<file path="src/rtl/fcm_pkg.sv">
// Shared types, codes and constants for the chain manager.
// Used by fcm_ctrl, fcm_datapath and fat_chain_manager; no dependencies.
`timescale 1ns / 1ps
`default_nettype none
package fcm_pkg;

  localparam int IDX_W   = 12;
  localparam int LINK_W  = 13;
  localparam int BYTES_W = 25;
  localparam int CNT_W   = 14;
  localparam int K_W     = 13;
  localparam int BLK_SH  = 12;
  localparam int ENTRIES = 4096;

  localparam logic [LINK_W-1:0] MARK_FREE = 13'h1FFE;
  localparam logic [LINK_W-1:0] MARK_END  = 13'h1FFF;
  localparam logic [K_W-1:0]    ENTRIES_K = 13'd4096;
  localparam logic [K_W-1:0]    BIU_RESET = 13'd4096;

  localparam logic [1:0] MODE_CREATE = 2'd0;
  localparam logic [1:0] MODE_FREE   = 2'd1;
  localparam logic [1:0] MODE_RESIZE = 2'd2;
  localparam logic [1:0] MODE_WALK   = 2'd3;

  localparam logic [1:0] ST_OK      = 2'd0;
  localparam logic [1:0] ST_PARTIAL = 2'd1;
  localparam logic [1:0] ST_BEYOND  = 2'd2;

  typedef struct packed {
    logic [1:0]         mode;
    logic [IDX_W-1:0]   start_block;
    logic [BYTES_W-1:0] current_size;
    logic [BYTES_W-1:0] length_bytes;
    logic [BYTES_W-1:0] file_pointer;
  } in_item_t;

  typedef struct packed {
    logic [1:0]         status;
    logic [IDX_W-1:0]   block_index;
    logic [BYTES_W-1:0] size_bytes;
    logic [BYTES_W-1:0] pointer_bytes;
  } out_item_t;

  typedef enum logic [4:0] {
    OP_NONE, OP_CLR, OP_LOAD, OP_SCAN_RD, OP_SCAN_NX, OP_CREATE_OK, OP_CREATE_FAIL,
    OP_RD_BLK, OP_FR_STEP, OP_ADV, OP_G_MARK, OP_G_LINK, OP_G_NEW, OP_WR_END,
    OP_S_LAST_CHK, OP_RD_E, OP_SF_STEP, OP_SF_DONE, OP_FIN, OP_WALK_INIT,
    OP_FO_STEP, OP_OUT
  } dp_op_t;

  typedef struct packed {
    logic [1:0] mode;
    logic       len_gt_cur;
    logic       scan_end;
    logic       is_free;
    logic       rd_mark;
    logic       cnt_lt_new;
    logic       cnt_lt_old;
    logic       e_mark;
    logic       follow_done;
    logic       free_lim;
    logic       out_free;
    logic       clr_done;
  } dp_status_t;

  function automatic logic [CNT_W-1:0] chain_blocks(input logic [BYTES_W-1:0] b);
    logic [BYTES_W-1:0] m;
    m = b - 25'd1;
    if (b == '0) return 14'd1;
    return CNT_W'(m >> BLK_SH) + 14'd1;
  endfunction

endpackage
`default_nettype wire

</file>
<file path="src/rtl/fcm_ctrl.sv">
// Controller: sequences table clear, search, free, resize and walk.
// Drives fcm_datapath through fcm_pkg::dp_op_t; depends on fcm_pkg.
`timescale 1ns / 1ps
`default_nettype none
module fcm_ctrl (
  input  wire                 clk,
  input  wire                 rst_n,
  input  wire                 in_valid,
  output logic                in_ready,
  input  wire  [1:0]          in_mode,
  input  fcm_pkg::dp_status_t st,
  output fcm_pkg::dp_op_t     op
);

  typedef enum logic [21:0] {
    S_CLR    = 22'd1 << 0,  S_IDLE   = 22'd1 << 1,  S_DISP  = 22'd1 << 2,
    S_SCAN   = 22'd1 << 3,  S_SCHK   = 22'd1 << 4,  S_FR_RD = 22'd1 << 5,
    S_FR_CHK = 22'd1 << 6,  S_G_RD   = 22'd1 << 7,  S_G_CHK = 22'd1 << 8,
    S_G_NEW  = 22'd1 << 9,  S_G_END  = 22'd1 << 10, S_S_RD  = 22'd1 << 11,
    S_S_CHK  = 22'd1 << 12, S_S_LAST = 22'd1 << 13, S_S_LCHK = 22'd1 << 14,
    S_SF     = 22'd1 << 15, S_SF_CHK = 22'd1 << 16, S_FIN   = 22'd1 << 17,
    S_WALK   = 22'd1 << 18, S_FO_RD  = 22'd1 << 19, S_FO_CHK = 22'd1 << 20,
    S_OUT    = 22'd1 << 21
  } state_t;

  state_t state_r, state_nxt;
  logic   is_create;

  assign is_create = st.mode == fcm_pkg::MODE_CREATE;

  always_comb begin
    state_nxt = state_r;
    op = fcm_pkg::OP_NONE;
    in_ready = 1'b0;
    unique case (state_r)
      S_CLR: begin
        op = fcm_pkg::OP_CLR;
        if (st.clr_done) state_nxt = S_IDLE;
      end
      S_IDLE: begin
        in_ready = 1'b1;
        if (in_valid) begin
          op = fcm_pkg::OP_LOAD;
          state_nxt = S_DISP;
        end
      end
      S_DISP: begin
        unique case (st.mode)
          fcm_pkg::MODE_CREATE: state_nxt = S_SCAN;
          fcm_pkg::MODE_FREE:   state_nxt = S_FR_RD;
          fcm_pkg::MODE_RESIZE: state_nxt = st.len_gt_cur ? S_G_RD : S_S_RD;
          default:              state_nxt = S_WALK;
        endcase
      end
      S_SCAN: begin
        if (st.scan_end) begin
          if (is_create) begin
            op = fcm_pkg::OP_CREATE_FAIL;
            state_nxt = S_OUT;
          end else begin
            state_nxt = S_G_END;
          end
        end else begin
          op = fcm_pkg::OP_SCAN_RD;
          state_nxt = S_SCHK;
        end
      end
      S_SCHK: begin
        if (st.is_free) begin
          if (is_create) begin
            op = fcm_pkg::OP_CREATE_OK;
            state_nxt = S_OUT;
          end else begin
            op = fcm_pkg::OP_G_LINK;
            state_nxt = S_G_NEW;
          end
        end else begin
          op = fcm_pkg::OP_SCAN_NX;
          state_nxt = S_SCAN;
        end
      end
      S_FR_RD: begin
        if (st.free_lim) begin
          state_nxt = S_OUT;
        end else begin
          op = fcm_pkg::OP_RD_BLK;
          state_nxt = S_FR_CHK;
        end
      end
      S_FR_CHK: begin
        if (st.is_free) begin
          state_nxt = S_OUT;
        end else begin
          op = fcm_pkg::OP_FR_STEP;
          state_nxt = st.rd_mark ? S_OUT : S_FR_RD;
        end
      end
      S_G_RD: begin
        if (!st.cnt_lt_new) begin
          state_nxt = S_G_END;
        end else begin
          op = fcm_pkg::OP_RD_BLK;
          state_nxt = S_G_CHK;
        end
      end
      S_G_CHK: begin
        if (st.cnt_lt_old && !st.rd_mark) begin
          op = fcm_pkg::OP_ADV;
          state_nxt = S_G_RD;
        end else begin
          op = fcm_pkg::OP_G_MARK;
          state_nxt = S_SCAN;
        end
      end
      S_G_NEW: begin
        op = fcm_pkg::OP_G_NEW;
        state_nxt = S_G_RD;
      end
      S_G_END: begin
        op = fcm_pkg::OP_WR_END;
        state_nxt = S_FIN;
      end
      S_S_RD: begin
        if (!st.cnt_lt_new) begin
          state_nxt = S_S_LAST;
        end else begin
          op = fcm_pkg::OP_RD_BLK;
          state_nxt = S_S_CHK;
        end
      end
      S_S_CHK: begin
        if (st.rd_mark) begin
          state_nxt = S_S_LAST;
        end else begin
          op = fcm_pkg::OP_ADV;
          state_nxt = S_S_RD;
        end
      end
      S_S_LAST: begin
        op = fcm_pkg::OP_RD_BLK;
        state_nxt = S_S_LCHK;
      end
      S_S_LCHK: begin
        op = fcm_pkg::OP_S_LAST_CHK;
        state_nxt = st.cnt_lt_new ? S_FIN : S_SF;
      end
      S_SF: begin
        if (st.cnt_lt_old && !st.e_mark) begin
          op = fcm_pkg::OP_RD_E;
          state_nxt = S_SF_CHK;
        end else begin
          op = fcm_pkg::OP_SF_DONE;
          state_nxt = S_FIN;
        end
      end
      S_SF_CHK: begin
        op = fcm_pkg::OP_SF_STEP;
        state_nxt = S_SF;
      end
      S_FIN: begin
        op = fcm_pkg::OP_FIN;
        state_nxt = S_FO_RD;
      end
      S_WALK: begin
        op = fcm_pkg::OP_WALK_INIT;
        state_nxt = st.len_gt_cur ? S_OUT : S_FO_RD;
      end
      S_FO_RD: begin
        if (st.follow_done) begin
          state_nxt = S_OUT;
        end else begin
          op = fcm_pkg::OP_RD_BLK;
          state_nxt = S_FO_CHK;
        end
      end
      S_FO_CHK: begin
        if (st.rd_mark) begin
          state_nxt = S_OUT;
        end else begin
          op = fcm_pkg::OP_FO_STEP;
          state_nxt = S_FO_RD;
        end
      end
      S_OUT: begin
        if (st.out_free) begin
          op = fcm_pkg::OP_OUT;
          state_nxt = S_IDLE;
        end
      end
      default: state_nxt = S_IDLE;
    endcase
  end

  always_ff @(posedge clk) begin
    if (!rst_n) state_r <= S_CLR;
    else        state_r <= state_nxt;
  end

  // in_mode is sampled by the datapath; seen here only for the load check
`ifndef SYNTHESIS
  a_load_dispatch: assert property (@(posedge clk) disable iff (!rst_n)
    (state_r == S_IDLE && in_valid) |=> (state_r == S_DISP && st.mode == $past(in_mode)))
    else $error("request not loaded");
  a_clear_blocks: assert property (@(posedge clk) disable iff (!rst_n)
    state_r == S_CLR |-> !in_ready)
    else $error("request taken during clear");
  a_out_to_idle: assert property (@(posedge clk) disable iff (!rst_n)
    (state_r == S_OUT && st.out_free) |=> state_r == S_IDLE)
    else $error("result stage stuck");
`endif

endmodule
`default_nettype wire

</file>
<file path="config.mk">
export PLATFORM = sky130hd
export DESIGN_NAME = fcm_ctrl
export DESIGN_NICKNAME = d
export VERILOG_FILES = /design/src/rtl/fcm_pkg.sv /design/src/rtl/fcm_ctrl.sv
export SDC_FILE = /design/constraint.sdc
export NUM_CORES = 1
export LEC_CHECK = 0
export ABC_AREA = 0
export BUFFER_PORTS_ARGS = -buffer_cell sky130_fd_sc_hd__buf_4
export CAP_MARGIN = 20
export CORE_MARGIN = 2
export CORE_UTILIZATION = 49
export DETAILED_ROUTE_END_ITERATION = 16
export HOLD_SLACK_MARGIN = 0.08
export PLACE_DENSITY = 0.77
export SYNTH_ARGS = -nofsm -noshare
export SYNTH_HDL_FRONTEND = slang
export SYNTH_SLANG_ARGS = --single-unit
</file>
<file path="constraint.sdc">
create_clock -name clk -period 2.3 [get_ports clk]
set_input_delay 0.115 -clock clk [delete_from_list [all_inputs] [get_ports clk]]
set_output_delay 0.115 -clock clk [all_outputs]
set_load 0.01 [all_outputs]
</file>
# Word level (Yosys, flattened, before mapping)
# Index checks and enable logic that the tools add are counted.
# totals
in_bits	18
ff_bits	22
elab_cells	73
# classes
mux	38
n_reduce_logical	7
n_eq_ne	27
# ops
cell	count
$pmux W22 S22	1
$mux W22	13
$pmux W5 S20	1
$pmux W19 S3	1
$mux W18	2
$mux W14	2
$mux W5	5
$eq A22 B1 Y1 const B	1
$eq A22 B10 Y1 const B	1
$eq A22 B11 Y1 const B	1
$eq A22 B12 Y1 const B	1
$eq A22 B13 Y1 const B	1
$eq A22 B14 Y1 const B	1
$eq A22 B15 Y1 const B	1
$eq A22 B16 Y1 const B	1
$eq A22 B17 Y1 const B	1
$eq A22 B18 Y1 const B	1
$eq A22 B19 Y1 const B	1
$eq A22 B2 Y1 const B	1
$eq A22 B20 Y1 const B	1
$eq A22 B21 Y1 const B	1
$eq A22 B22 Y1 const B	1
$eq A22 B3 Y1 const B	1
$eq A22 B4 Y1 const B	1
20 further kinds	30

# Logic depth before layout (Yosys ltp)
# Gate-level depths: netlist of the first run.
# depth
depth_word	4
ltp_mapped	6
depth_no_buf	6

# Worst setup path before layout of the first run
# Ideal clock, no wire load.
# synth_timing
path_kind	register to output
startpoint	reg state_r[0]
endpoint	out op[0]
t_required_ps	2185
setup_slack_ps	307
path_stages_with_launch	7
t_arrival_ps	1878
path_cell_list	dfxtp_1 > nor4_4 > and3_1 > nand3_2 > or4_4 > o2111a_1 > nand4_1
# synth_via
elab_chain_len	3
elab_cells_between_ends	23
cone_classes	21 x eq/ne; 1 x mux; 1 x reduce/logical
# synth_rtl
element	line	rtl
start, declared	fcm_ctrl.sv:26	state_t state_r, state_nxt;
start signal, assigned	fcm_ctrl.sv:196	else state_r <= state_nxt;
$eq A22 B12 Y1 or $eq A22 B8 Y1 (tied branches)	fcm_ctrl.sv:35	unique case (state_r)
$reduce_or A2 Y1 (no line)	--	
$pmux W5 S20 (*)	fcm_ctrl.sv:35	
end, declared	fcm_ctrl.sv:12	output fcm_pkg::dp_op_t op
# Mark *: on every way between the ends. The rest lies on a longest branch, timed or not.

# Worst setup path after layout of the first run
# layout_timing
startpoint	reg state_r[10]
endpoint	out op[2]
# Same word-level chain as after synthesis.

==> results by stage, run 1 <==
Status:
- The run finished, with violations left.
- The final reports fail on negative setup slack.

Worst setup path:
- Of all nets on the critical path, the largest fanout is 5.
- Grouping stages by cell kind, the critical path spends the most delay in simple AND/OR/NAND/NOR gates.
- The number of cells traversed by the worst register-to-register path is 8.
- Walking the worst path, the cells encountered are nor4_4 -> and3_4 -> nand3_2 -> or4_4 -> o2111a_2 -> o2111ai_2 -> buf_4.
- The cell depth of the worst setup path is 7.
- The kind of start point of the critical path is a register.
- Together, buffers and inverters on the worst path number 1.
- The category of the most critical setup path is reg2out.
- The arrival time of data at the critical path endpoint is 2.43 ns.
- The most critical setup path has its endpoint at op[2].
- The worst register-to-register path begins at state_r[3].
- The slack of the worst reg-to-reg path is 0.05 ns.
- The worst setup path is captured at a primary output.
- The start point of the critical path is state_r[10].
- On the worst path, the slowest cell contributes a delay of 0.52 ns.
- The data required time at the worst endpoint is 2.18 ns.
- Among all stages on the critical path, the largest delay is contributed by sky130_fd_sc_hd__or4_4.
- The end of the worst register-to-register path is state_r[21].

STA:
- The final worst setup slack is -0.245 ns.
- Setup repair after global routing could not meet its margin everywhere.
- For the finished layout, the period the worst path requires is 2.55 ns.
- The tightest hold path in the finished design has a slack of 0.0786 ns.
- The achievable frequency is 393 MHz.
- Setup violations remaining at the end of the flow were counted as 5.
- The max-slew violation total from the final report is 0.
- The headroom to the max-slew limit is 0.637.
- The worst setup skew after layout is 0.00275 ns.
- The final period utilization is 1.11.
- The number of hold violations in the final report is 0.
- For the pin with the worst max-slew slack, the measured transition is 0.538 ns.

Cells and area:
- The register with the most flip-flops in the layout has 22 of them.
- For this run, the share of the core covered by cells in the final layout is 0.737.
- Leaving out fill and tap cells, the most frequent cell in the layout is sky130_fd_sc_hd__buf_4.
- The register with the most flip-flops is state_r.
- The top cell types in the final layout, fill and taps aside, are sky130_fd_sc_hd__buf_4 (57), sky130_fd_sc_hd__nor2_1 (29), sky130_fd_sc_hd__nand2_1 (18).
- In the final layout, the registers with the most flip-flops are state_r: 22 flops.
- The total inserted antenna cells is 0.
- Compared with the post-synthesis result, the final layout area differs by 44.8%.
- The count of nets after finishing is 304.
- The post-route non-filler standard cell count is 331.
- The share of layout cells above drive strength 1 is 0.365.

Synthesis:
- The number of nets in the synthesized netlist is 233.
- The total of warnings raised by yosys is 0.
- The number of distinct library cells after synthesis is 55.
- The cell area after synthesis is 1680 um^2.
- Among all flip-flop cells after synthesis, the most frequent one is sky130_fd_sc_hd__dfxtp_1.
- For this run, the register share of the synthesized area comes to 0.262.
- The share of async-settable or async-resettable flops after synthesis is 0.
- The synthesized design contains 22 register bits.
- The cell count after synthesis is 215.
- Yosys mapped a number of flops with a built-in enable equal to 0.
- Each instance of the synthesized netlist takes up on average 7.83 um^2.

Power and ir drop:
- The internal power component is 0.000598 W.
- The share of total power dissipated in combinational logic is 0.283.
- Power spread over the standard cell area amounts to 354 nW/um^2.
- The analysis attributes to cell leakage a power of 1.03 nW.
- The peak ir drop on the vdd network is 290 uV.
- The fraction of power spent switching nets is 0.308.
- The sequential share of power is 0.452.
- The total net switching power is 0.000266 W.
- The proportion of power drawn by the clock network is 0.265.

GRT:
- Global routing finished with a remaining overflow of 0.
- The initial antenna violation count came to 0.
- The maximum number of pins on one net before global-route repair is 13.
- The via count of the first global-routing pass is 1984.
- Across every metal layer, demand over resource in global routing totals 0.322.
- The first global-routing pass estimated 9860 um of wire.

Place:
- The post-detailed-placement half-perimeter wirelength is 4450 um.
- The final estimated routing congestion in global placement is 1.04.
- In this run the tool buffered the top-level ports with 21 buffer cells.
- The total instance count after detailed placement is 301.
- The post-placement setup slack is 0.0520 ns.

Clocking:
- TritonCTS built the clock tree.
- Clock-pin slew was measured on the worst setup and hold paths at 0.13 ns.
- The deepest level of the CTS H-tree is 1.
- The tree built by TritonCTS fans out to 22 sinks.
- The longest clock path from root to sink contains 2 buffers.
- The clock tree root driver cell is sky130_fd_sc_hd__clkbuf_4.
- The later-pin clock latency in the skew report is 0.32 ns.
- The CTS buffer count is 3.

Floorplanning:
- The die span in y is 62.6 um.
- The die outline width is 62.6 um.
- The core region area is 3310 um^2.
- The die covers 3920 um^2.
- The effective utilization at floorplan is 0.509.
- In this run the core area contains 21 standard-cell rows.
- The boundary pin count is 24.

Route:
- The first TritonRoute pass finished after 5 iterations.
- The ratio of routed vias to standard cells is 6.26.
- The overall routed net length is 6140 um.
- After detailed routing, the number of remaining DRC violations is 0.
- The via count is 2072.
- The count of routing violations after the opening detailed-route iteration is 209.
- The number of nets still failing antenna checks after routing is 0.
- In the final routed layout, each cell accounts on average for 18.6 um.

Min path:
- In this run the worst hold path is classified as in2reg.

Job:
- Max-cap violations in this run came to 0.
cell usage after synthesis, drive strengths merged (2+ instances only):
master / number / area, um^2
nor2: 31 / 119
dfxtp: 22 / 440
nand2: 18 / 67.6
nor3: 18 / 100
nand3: 12 / 70.1
inv: 11 / 41.3
o21ai: 9 / 45.0
nor4: 8 / 110
or3: 8 / 55.1
nand4: 7 / 58.8
a21oi: 6 / 30.0
nor2b: 6 / 37.5
nand2b: 5 / 31.3
or4: 5 / 48.8
a31oi: 4 / 25.0
nand3b: 4 / 30.0
a2111oi: 3 / 26.3
o41ai: 3 / 33.8
and3: 2 / 12.5
and4: 2 / 17.5
nand4b: 2 / 17.5
nand4bb: 2 / 22.5
nor4b: 2 / 17.5
o2bb2ai: 2 / 17.5
or2: 2 / 12.5
xor2: 2 / 17.5
cell type report:
class,count,area (um^2)
clock buffers,4,36.3
multi-input cells,181,1310
well taps,46,57.6
flip-flops and latches,22,460
fillers,280,872
repair buffers,67,538
inverters,11,41.3
worst reg2reg max path, stage by stage (launching register included):
cell and delay (ns):
sky130_fd_sc_hd__dfxtp_4 0.39, sky130_fd_sc_hd__nor4_4 0.36, sky130_fd_sc_hd__buf_4 0.20, sky130_fd_sc_hd__nand4_1 0.14
sky130_fd_sc_hd__or4b_4 0.54, sky130_fd_sc_hd__buf_4 0.17, sky130_fd_sc_hd__o41ai_1 0.07, sky130_fd_sc_hd__a22o_1 0.20
sky130_fd_sc_hd__o31a_1 0.14
layer usage:
metal  up-vias  wire length (um)  track usage
met5         -                 0            0
met4         0               200        0.119
met1       961              2400        0.423
li1        967                 -            -
met2       125              2980        0.543
met3        19               570       0.0342
power by group through the flow:
stage / registers [W] / clock network, W / logic [W]
global route: 0.000391 / 0.000252 / 0.000258
global placement: 0.000404 / 0 / 0.000191
CTS: 0.000392 / 0.000231 / 0.000220
finish: 0.000391 / 0.000229 / 0.000244
detailed placement: 0.000404 / 0 / 0.000194
floorplan: 0.000403 / 0 / 0.0000987
logic make-up after synthesis:
| kind of cell | count (synthesis) | share of synthesized area |
|---|---|---|
| XOR/XNOR | 2 | 0.0104 |
| flip-flops | 22 | 0.262 |
| AO/OA/AOI/OAI | 41 | 0.183 |
| buffers and inverters | 12 | 0.0312 |
| AND/OR/NAND/NOR | 138 | 0.514 |
per-stage QoR:
stage               power (W)  setup TNS [ns]  cell area [um^2]
floorplan            0.000502               0              1680
global placement     0.000595               0              2050
detailed placement   0.000598               0              2050
CTS                  0.000843          -0.643              2330
global route         0.000901           -1.39              2440
finish               0.000863          -0.962              2440
what timing repair did:
| action | CTS | global route |
|---|---|---|
| resized for setup | 21 | 11 |
| hold endpoints to repair | 9 | 1 |
| endpoints found under the setup margin | 5 | 23 |
| hold buffers | 8 | 1 |
| cloned | 0 | 0 |
| buffers inserted | 10 | 7 |
| pin swaps | 11 | 9 |
how the worst min path moves through the flow:
stage	to	slack (ns)	start	depth (start not counted)
floorplan	state_r[0]	0.19	rst_n	1
global placement	state_r[0]	0.33	st[0]	2
detailed placement	state_r[0]	0.33	st[0]	2
CTS	state_r[6]	0.07	st[2]	3
global route	state_r[16]	0.08	st[5]	3
finish	state_r[1]	0.08	in_valid	4
(Power assumes the default switching activity.)
==> run 2, diff against run 1 <==
PLACE_DENSITY = 0.7   (was 0.77)
==> run 2 against run 1 <==
  * The run still ends with negative setup slack left
  * Critical path depth unchanged
  * Non-clock buffer count unchanged
  * Clock skew fell by 0.00083 ns
  * Total power fell by 1.8%
  * Largest cell class unchanged
  * Via count fell by 1.7%
  * Die area stayed put
  * Highest routed layer unchanged
  * Worst hold slack gained 0.0082 ns
==> results by stage, run 2 (synthesis gave the netlist of run 1 again) <==
Floorplanning:
- The core region area came to 3310 um^2 (unchanged).
- The placement row count is 21 (unchanged).
- The die outline width came to 62.6 um (unchanged).
- The effective utilization at floorplan came to 0.509 (unchanged).
- The die span in y is 62.6 um (unchanged).
- The floorplan die area is 3920 um^2 (unchanged).
- The boundary pin count was 24 (unchanged).

GRT:
- The first-pass GRT wire length is 9160 um (was 9860 um).
- The remaining global-route overflow came to 0 (unchanged).
- The maximum number of pins on one net before global-route repair is 13 (unchanged).
- The aggregate global-route resource usage is 0.303 (was 0.322).
- The via count of the first global-routing pass came to 1985 (was 1984).
- The initial antenna violation count is 0 (unchanged).

Job:
- The max-capacitance violation count is 0 (unchanged).

Place:
- The post-placement setup slack is 0.0539 ns (was 0.0520 ns).
- The quantity of I/O buffers inserted on ports is 21 (unchanged).
- The total instance count after detailed placement came to 309 (was 301).
- The post-detailed-placement half-perimeter wirelength is 4480 um (was 4450 um).
- The cell area after placement is 2100 um^2 (was 2050 um^2).
- The final estimated routing congestion in global placement is 0.977 (was 1.04).

Cells and area:
- The flip-flop count of the largest register, all copies and words added is 22 (unchanged).
- The fill cell instance count of the final layout is 278 (was 280).
- The post-route non-filler standard cell count is 331 (unchanged).
- The commonest non-fill, non-tap cell in the layout was sky130_fd_sc_hd__buf_4 (unchanged).
- The area growth from synthesis to layout is 43.3% (was 44.8%).
- The final instance area is 2410 um^2 (was 2440 um^2).
- The end-of-flow core utilization is 0.729 (was 0.737).
- The total inserted antenna cells came to 0 (unchanged).
- The count of nets after finishing is 304 (unchanged).
- The register with the most flip-flops is state_r (unchanged).
- Commonest cells after routing, fill and taps aside: sky130_fd_sc_hd__buf_4 (59), sky130_fd_sc_hd__nor2_1 (27), sky130_fd_sc_hd__nand2_1 (18) (was sky130_fd_sc_hd__buf_4 (57), sky130_fd_sc_hd__nor2_1 (29), sky130_fd_sc_hd__nand2_1 (18)).
- The share of layout cells above drive strength 1 is 0.368 (was 0.365).
- Biggest regs: state_r: 22 flops (unchanged).

Power and ir drop:
- The cell area power density was 351 nW/um^2 (was 354 nW/um^2).
- The static power due to leakage is 1.02 nW (was 1.03 nW).
- The peak ir drop on the vdd network is 265 uV (was 290 uV).

Worst setup path:
- The kind of start point of the critical path was a register (unchanged).
- The highest net fanout along the worst path is 4 (was 5).
- The kind of capture point of the worst setup path is a primary output (unchanged).
- The arrival time of data at the critical path endpoint is 2.40 ns (was 2.43 ns).
- The data required time at the worst endpoint is 2.18 ns (about the same).
- The category of the most critical setup path is reg2out (unchanged).

Route:
- The count of routing violations after the opening detailed-route iteration is 212 (was 209).
- The number of nets still failing antenna checks after routing is 0 (unchanged).
- The number of iterations in the first detailed-routing pass is 6 (was 5).
- The final routed DRC violation total came to 0 (unchanged).
- The ratio of routed vias to standard cells was 6.15 (was 6.26).
- The per-cell routed wire length came to 17.7 um (was 18.6 um).
- The overall routed net length came to 5860 um (was 6140 um).
- The via count is 2037 (was 2072).

Clocking:
- The CTS buffer count is 3 (unchanged).
- The later-pin clock latency in the skew report is 0.31 ns (was 0.32 ns).
- The number of buffers on the longest clock path is 2 (unchanged).
- The clock transition at the register clock pins on the worst setup and hold paths after CTS is 0.13 ns (about the same).
- The CTS sink count was 22 (unchanged).
- The clock tree root driver cell is sky130_fd_sc_hd__clkbuf_4 (unchanged).
- The deepest level of the CTS H-tree is 1 (unchanged).
- The TritonCTS clock tree is built (unchanged).

STA:
- The number of hold violations in the final report came to 0 (unchanged).
- Setup repair after global routing missed its margin: yes (unchanged).
- The worst hold slack across all endpoints was 0.0868 ns (was 0.0786 ns).
- The final number of setup-violating endpoints came to 5 (unchanged).
- The achievable frequency was 397 MHz (was 393 MHz).
- The headroom to the max-slew limit came to 0.602 (was 0.637).
- The final period utilization is 1.10 (was 1.11).
- The slew at the pin with the worst max-slew slack is 0.591 ns (was 0.538 ns).
- The max-slew violation total from the final report was 0 (unchanged).
- The shortest period the worst path allows was 2.52 ns (was 2.55 ns).
- The final worst setup slack is -0.219 ns (was -0.245 ns).
- The worst setup skew after layout is 0.00192 ns (was 0.00275 ns).

Status:
- Failing checks: negative setup slack (unchanged).
- Outcome: finished with violations (unchanged).

Min path:
- The type of the tightest min-delay check is in2reg (unchanged).
-- run 2: cell types whose count changed in the layout (fill, tap and decap cells not counted), moves of 2 or more --
cell / before / now
sky130_fd_sc_hd__buf_4: 57 / 59
sky130_fd_sc_hd__dfxtp_2: 1 / 5
sky130_fd_sc_hd__dfxtp_4: 5 / 2
sky130_fd_sc_hd__nor2_1: 29 / 27
sky130_fd_sc_hd__nor2_2: 2 / 4
-- run 2: final cells by class --
class / instances / area, um^2 / share of cell area
clock buffers: 4 / 36.3 / 0.0150
inverters: 11 / 41.3 / 0.0171
multi-input cells: 181 / 1300 / 0.539
flip-flops and latches: 22 / 454 / 0.188
well taps: 46 / 57.6 / 0.0238
repair buffers: 67 / 523 / 0.217
-- run 2: power by group --
group / internal [W] / leakage, nW / switching, W
clock network: 0.0000968 / 0.0210 / 0.000127
registers: 0.000385 / 0.182 / 0.00000965
logic: 0.000109 / 0.818 / 0.000120
total: 0.000591 / 1.02 / 0.000257
-- run 2: routing by layer --
metal	wire length (um)	GRT usage	vias to the layer above
li1	-	-	962
met1	2340	0.370	924
met2	2730	0.517	121
met3	536	0.0559	30
met4	259	0.136	0
met5	0	0	-
-- run 2: through the flow --
step	setup TNS (ns)	total power (W)
floorplan	0	0.000502
global placement	0	0.000590
detailed placement	0	0.000591
CTS	-0.521	0.000826
global route	-1.36	0.000886
finish	-0.757	0.000848
-- run 2: worst paths after layout --
path	start	to	slack [ns]	cells past startpoint
min	in_valid	state_r[1]	0.09	4
max reg2reg	state_r[3]	state_r[9]	0.12	8
max	state_r[3]	op[2]	-0.22	7
min reg2reg	state_r[0]	state_r[0]	0.67	2
-- run 2: critical path, cell delays in order (launching register included) --
cell	delay [ns]
sky130_fd_sc_hd__dfxtp_4	0.38
sky130_fd_sc_hd__nor4_4	0.39
sky130_fd_sc_hd__and3_4	0.26
sky130_fd_sc_hd__nand3_2	0.09
sky130_fd_sc_hd__or4_4	0.52
sky130_fd_sc_hd__o2111a_2	0.20
sky130_fd_sc_hd__o2111ai_1	0.09
sky130_fd_sc_hd__buf_4	0.16
-- run 2: repair_timing --
item | in CTS | in global routing
pin swaps | 9 | 3
hold buffers | 6 | 2
gates resized for setup | 18 | 13
endpoints found under the hold margin | 6 | 2
buffers inserted | 8 | 2
endpoints found under the setup margin | 5 | 25
